==> src/rtl/core/ttlc_pkg.sv <==
// ttlc_pkg: shared types, codes and defaults for the TTL LRU credential cache.
// No dependencies; imported by every module of the block.
`timescale 1ns / 1ps
package ttlc_pkg;

  localparam int DEF_CACHE_DEPTH = 16;
  localparam int DEF_GEN_DEPTH   = 16;

  localparam int CFG_IDX_W = 2;
  localparam logic [CFG_IDX_W-1:0] CFG_ENTRY_LIMIT = 2'd0;
  localparam logic [CFG_IDX_W-1:0] CFG_TTL_SECONDS = 2'd1;

  localparam logic [4:0]  LIMIT_RESET  = 5'd16;
  localparam logic [31:0] TTL_RESET    = 32'd3600;
  localparam logic [32:0] SKEW_SECONDS = 33'd30;

  localparam logic [2:0] CMD_GET     = 3'd0;
  localparam logic [2:0] CMD_GET_GEN = 3'd1;
  localparam logic [2:0] CMD_GEN_CUR = 3'd2;
  localparam logic [2:0] CMD_PUT     = 3'd3;
  localparam logic [2:0] CMD_INVAL   = 3'd4;

  localparam logic [2:0] ST_OK       = 3'd0;
  localparam logic [2:0] ST_MISS     = 3'd1;
  localparam logic [2:0] ST_EXPIRED  = 3'd2;
  localparam logic [2:0] ST_REJECTED = 3'd3;
  localparam logic [2:0] ST_STALE    = 3'd4;

  typedef struct packed {
    logic [2:0]  cmd;
    logic [63:0] key;
    logic [63:0] value;
    logic        has_provider_expiry;
    logic [31:0] provider_expiry;
    logic        has_expected_gen;
    logic [31:0] expected_gen;
    logic [31:0] now_seconds;
  } in_item_t;

  typedef struct packed {
    logic [2:0]  status;
    logic [63:0] out_value;
    logic [31:0] out_gen;
    logic [31:0] out_expiry;
    logic        is_current;
  } out_item_t;

  typedef enum logic [1:0] {
    S_IDLE,
    S_SCAN,
    S_EXEC,
    S_RESP
  } ctrl_state_t;

  typedef struct packed {
    logic load;
    logic scan;
    logic exec;
    logic out_load;
  } ctrl_cmd_t;

  typedef struct packed {
    logic scan_done;
  } dp_sts_t;

endpackage

==> src/rtl/core/ttlc_ctrl.sv <==
// ttlc_ctrl: transaction sequencer (idle, scan, execute, respond) and output valid.
// Depends on ttlc_pkg; drives the command struct of ttlc_dp.
`timescale 1ns / 1ps
module ttlc_ctrl (
  input  logic                clk,
  input  logic                rst_n,
  input  logic                in_valid,
  output logic                in_stall,
  output logic                out_valid,
  input  logic                out_stall,
  output ttlc_pkg::ctrl_cmd_t cmd,
  input  ttlc_pkg::dp_sts_t   sts
);
  import ttlc_pkg::*;

  ctrl_state_t state_r, state_nxt;
  logic        out_valid_r, out_valid_nxt;

  always_ff @(posedge clk) begin
    if (!rst_n) begin
      state_r     <= S_IDLE;
      out_valid_r <= 1'b0;
    end else begin
      state_r     <= state_nxt;
      out_valid_r <= out_valid_nxt;
    end
  end

  always_comb begin
    state_nxt     = state_r;
    cmd           = '0;
    out_valid_nxt = out_valid_r && out_stall;
    case (state_r)
      S_IDLE: begin
        if (in_valid) begin
          cmd.load  = 1'b1;
          state_nxt = S_SCAN;
        end
      end
      S_SCAN: begin
        cmd.scan = 1'b1;
        if (sts.scan_done) state_nxt = S_EXEC;
      end
      S_EXEC: begin
        cmd.exec  = 1'b1;
        state_nxt = S_RESP;
      end
      S_RESP: begin
        if (!out_valid_r || !out_stall) begin
          cmd.out_load  = 1'b1;
          out_valid_nxt = 1'b1;
          state_nxt     = S_IDLE;
        end
      end
      default: state_nxt = S_IDLE;
    endcase
  end

  assign in_stall  = (state_r != S_IDLE);
  assign out_valid = out_valid_r;

endmodule

==> config.mk <==
export PLATFORM = sky130hd
export DESIGN_NAME = ttlc_ctrl
export DESIGN_NICKNAME = d
export VERILOG_FILES = /design/src/rtl/core/ttlc_pkg.sv /design/src/rtl/core/ttlc_ctrl.sv
export SDC_FILE = /design/constraint.sdc
export NUM_CORES = 1
export LEC_CHECK = 0
export BUFFER_PORTS_ARGS = -buffer_cell sky130_fd_sc_hd__buf_4
export CORE_AREA = 2 2 39 41
export DETAILED_ROUTE_END_ITERATION = 8
export DIE_AREA = 0 0 41 43
export SYNTH_ARGS = -nofsm -noshare
export SYNTH_HDL_FRONTEND = slang
export SYNTH_SLANG_ARGS = --single-unit
==> constraint.sdc <==
create_clock -name clk -period 1.8 [get_ports clk]
set_input_delay 0.18 -clock clk [delete_from_list [all_inputs] [get_ports clk]]
set_output_delay 0.18 -clock clk [all_outputs]
set_load 0.02 [all_outputs]
==> impl_metrics.xml <==
<?xml version="1.0" encoding="UTF-8"?>
<metrics>
  <group name="status">
    <metric name="run_status" unit="">finished, final reports clean</metric>
  </group>
  <group name="critical_path">
    <metric name="startpoint_type" unit="">flop</metric>
    <metric name="criticalPathCategory" unit="">flop to flop</metric>
    <metric name="worst-r2r-setup-slack" unit="ps">340</metric>
    <metric name="timing.rr.end" unit="">state_r[0]$_SDFFE_PN0P_</metric>
    <metric name="crit_path_end_kind" unit="">flop</metric>
    <metric name="r2r-start" unit="">state_r[0]$_SDFFE_PN0P_</metric>
    <metric name="timing.critical_path.arrival" unit="ps">1610</metric>
    <metric name="worstPathBufferInverterCount" unit="">1</metric>
    <metric name="rr_worst_depth" unit="">4</metric>
    <metric name="longest_individual_stage_delay_on_the_worst_path" unit="ps">480</metric>
    <metric name="max_stage_delay_cell_worst_path" unit="">a222oi_1</metric>
    <metric name="cell_by_cell_trace_of_the_critical_path" unit="">inv_1 -&gt; ha_1 -&gt; a222oi_1 -&gt; mux2i_1</metric>
    <metric name="cp_top_family" unit="">compound AO/OA/AOI/OAI gates</metric>
    <metric name="data_required_time_of_the_critical_path" unit="ps">1950</metric>
    <metric name="crit_path_max_fanout" unit="">4</metric>
  </group>
  <group name="clock_network">
    <metric name="cts_tree" unit="">built</metric>
    <metric name="postCtsSetupBuffers" unit="">0</metric>
    <metric name="cts.reportedPaths.clkPinSlew" unit="ps">40</metric>
    <metric name="ctsHtreeMaxLevel" unit="">1</metric>
    <metric name="clock_root_buffer_master" unit="">clkbuf_4</metric>
    <metric name="clkLatencyLatePin" unit="ps">230</metric>
    <metric name="cts_hold_repair.buffers" unit="">0</metric>
    <metric name="clk_path_buf_depth" unit="">2</metric>
    <metric name="cts_made_buffers" unit="">3</metric>
    <metric name="number_of_gates_resized_after_cts" unit="">0</metric>
    <metric name="cts_sinks" unit="">3</metric>
  </group>
  <group name="placed_design">
    <metric name="detailedPlacementHpwl" unit="um">342</metric>
    <metric name="place_congestion" unit="">0.5857</metric>
    <metric name="placement.setup.worst_slack" unit="ps">315.0</metric>
    <metric name="number_of_port_buffers" unit="">10</metric>
  </group>
  <group name="cells_and_area">
    <metric name="layout-drive-gt1-share" unit="">0.3947</metric>
    <metric name="area.growth.synth_to_final" unit="%">56.07</metric>
    <metric name="antennaDiodeCount" unit="">0</metric>
    <metric name="finalNetCount" unit="">49</metric>
  </group>
  <group name="synthesis">
    <metric name="synth_simple_gate_area_frac" unit="">0.1503</metric>
    <metric name="synth_warnings" unit="">0</metric>
    <metric name="yosys-mux-area-fraction" unit="">0.09249</metric>
    <metric name="synth-compound-area-share" unit="">0.1040</metric>
    <metric name="mappedNetlistNets" unit="">34</metric>
    <metric name="synthXorXnorAreaFrac" unit="">0</metric>
    <metric name="synth.distinct_cells" unit="">11</metric>
    <metric name="seq_total_area_yosys" unit="">0.2775</metric>
    <metric name="synth_top_family_by_area" unit="">adder cells</metric>
    <metric name="ys_seq_elements" unit="">3</metric>
    <metric name="synth_adder_area_share" unit="">0.2890</metric>
    <metric name="postSynthAreaPerCell" unit="um^2">9.019</metric>
    <metric name="synth_area" unit="um^2">216.5</metric>
    <metric name="postSynthCellCount" unit="">24</metric>
  </group>
  <group name="grt">
    <metric name="grt_pass1_wl" unit="um">503</metric>
    <metric name="overall_routing_resource_usage" unit="">0.04108</metric>
    <metric name="grt_remaining_overflow" unit="">0</metric>
    <metric name="grt.met3_usage" unit="">0.01571</metric>
    <metric name="grt_util_met2" unit="">0.07188</metric>
    <metric name="antenna_found_initial" unit="">0</metric>
    <metric name="pin_count_of_the_biggest_net_entering_global_routing" unit="">6</metric>
    <metric name="groute.layer.met1.usage" unit="">0.03834</metric>
    <metric name="number_of_global_route_vias_before_repair" unit="">157</metric>
    <metric name="busiest_layer" unit="">met2</metric>
  </group>
  <group name="pwr">
    <metric name="share_clk_of_total_power" unit="">0.219</metric>
    <metric name="power_density" unit="nW/um^2">1538</metric>
    <metric name="p_seq_frac" unit="">0.216</metric>
    <metric name="power.share.combinational" unit="">0.565</metric>
    <metric name="p_leak" unit="uW">0.0001843</metric>
    <metric name="p_switching" unit="uW">213.0</metric>
    <metric name="vdd.ir_drop.worst" unit="uV">250.9</metric>
    <metric name="intPower" unit="uW">306.5</metric>
    <metric name="power.share.switching" unit="">0.4100</metric>
  </group>
  <group name="die">
    <metric name="initial_standard_cell_utilization_of_the_core" unit="">0.1564</metric>
    <metric name="die-area" unit="um^2">1763</metric>
    <metric name="num_io_pins" unit="">11</metric>
    <metric name="die_x" unit="um">41</metric>
    <metric name="coreArea" unit="um^2">1384</metric>
    <metric name="die_span_in_y" unit="um">43</metric>
    <metric name="placementRows" unit="">14</metric>
  </group>
  <group name="timing">
    <metric name="crit_path_time_final" unit="ps">1459</metric>
    <metric name="finalHoldViolations" unit="">0</metric>
    <metric name="worst_slack" unit="ps">341.4</metric>
    <metric name="clock-skew-final" unit="ps">2.570</metric>
    <metric name="achievable-frequency" unit="GHz">0.6856</metric>
    <metric name="setup_total_negative_slack" unit="ps">0</metric>
    <metric name="final-max-slew-violation-count" unit="">0</metric>
    <metric name="layout_worst_path_cycle_share" unit="">0.8104</metric>
    <metric name="report.final.setup_viol" unit="">0</metric>
    <metric name="slew-limit-headroom" unit="">0.6729</metric>
    <metric name="unrepaired_setup_endpoints_after_global_routing" unit="">false</metric>
    <metric name="worst_slew_pin_slew" unit="ps">490.7</metric>
  </group>
  <group name="detailed_routing">
    <metric name="final_antenna_net_count" unit="">0</metric>
    <metric name="dr.first_iter.drc_count" unit="">4</metric>
    <metric name="routed_via_density" unit="">3.648</metric>
    <metric name="first_pass_iters" unit="">4</metric>
    <metric name="drt_drc_violations_left" unit="">0</metric>
    <metric name="route.detailed.wl_per_inst" unit="um">7.130</metric>
    <metric name="postRouteWirelength" unit="um">385</metric>
    <metric name="num_vias" unit="">197</metric>
  </group>
  <group name="worst_hold_path">
    <metric name="worstHoldStart" unit="">rst_n</metric>
    <metric name="worst_hold_path_depth" unit="">2</metric>
    <metric name="worstHoldPathType" unit="">input pin to flop</metric>
    <metric name="hold_path_end" unit="">out_valid$_SDFF_PN0_</metric>
  </group>
  <group name="run">
    <metric name="timing.max_cap.violations" unit="">0</metric>
  </group>
</metrics>
[power groups by stage]
stage	clock (uW)	combinational, uW	sequential, uW
after detailed placement	0	297	114
after global placement	0	296	114
final	114	293	112
after global routing	123	326	117
after CTS	119	300	113
after floorplan	0	195	112
[layout by cell type, fill, tap and decap left out]
cell type,instances
mux2i_1,2
buf_4,10
dfxtp_1,3
nor2_1,1
o21a_1,1
inv_1,5
a222oi_1,1
and2b_2,1
nand2_1,3
o21ai_0,1
clkbuf_1,1
clkbuf_4,3
ha_1,5
and2_4,1
[state kept, by name, indices dropped and copies added, names as in the netlist]
signal,cells
out_valid,1
state_r,2
[stage by stage]
step / utilization / std cells / hold WS [ps] / power [uW] / instance area (um^2)
after detailed placement: 0.2251 / 50 / 437.6 / 411.5 / 311.5
after global placement: 0.2251 / 50 / 426.7 / 410.2 / 311.5
final: 0.2441 / 54 / 197.1 / 519.5 / 337.8
after floorplan: - / 24 / 297.5 / 306.8 / 216.5
after global routing: 0.2441 / 54 / 202.0 / 565.7 / 337.8
after CTS: 0.2441 / 54 / 196.4 / 532.5 / 337.8
[layer usage]
| layer | up-vias | wire [um] |
|---|---|---|
| li1 | 103 | - |
| met1 | 85 | 157 |
| met2 | 9 | 184 |
| met3 | 0 | 42 |
| met4 | 0 | 0 |
| met5 | - | 0 |
[layout make-up]
| class | instances | area [um^2] |
|---|---|---|
| Fill cell | 156 | 1046 |
| Multi-Input combinational cell | 16 | 137.6 |
| Timing Repair Buffer | 10 | 75.07 |
| Sequential cell | 3 | 60.06 |
| Clock buffer | 4 | 26.28 |
| Tap cell | 16 | 20.02 |
| Inverter | 5 | 18.77 |
[cells by family (layout without fill, tap and decap cells)]
kind of cell / count (synthesis) / in the layout
and+or+nand+nor: 6 / 6
muxes: 2 / 2
adders and majority gates: 5 / 5
DFF: 3 / 3
AOI/OAI and AO/OA: 3 / 3
buffers and inverters: 5 / 19
[cells in the mapped netlist (all sizes together)]
cell type	instances	area share
nand2	3	0.052
inv	5	0.087
dfxtp	3	0.28
o21ai	1	0.023
a222oi	1	0.046
and2b	1	0.040
and2	1	0.040
mux2i	2	0.092
o21a	1	0.035
nor2	1	0.017
ha	5	0.29
[worst max-delay path by stage]
stage	startpoint	to	depth (start not counted)
finish	state_r[0]$_SDFFE_PN0P_	state_r[0]$_SDFFE_PN0P_	4
global route	state_r[0]$_SDFFE_PN0P_	state_r[1]$_SDFFE_PN0P_	4
CTS	state_r[0]$_SDFFE_PN0P_	state_r[0]$_SDFFE_PN0P_	4
detailed placement	state_r[0]$_SDFFE_PN0P_	state_r[0]$_SDFFE_PN0P_	4
global placement	state_r[0]$_SDFFE_PN0P_	state_r[0]$_SDFFE_PN0P_	4
floorplan	state_r[1]$_SDFFE_PN0P_	state_r[0]$_SDFFE_PN0P_	4
[worst register-to-register path, stage by stage, from the launching register on]
cell and delay [ps]:
dfxtp_1 370, inv_1 90, ha_1 220, a222oi_1 480
mux2i_1 230
Note: power is estimated with default switching activity, not from simulation.
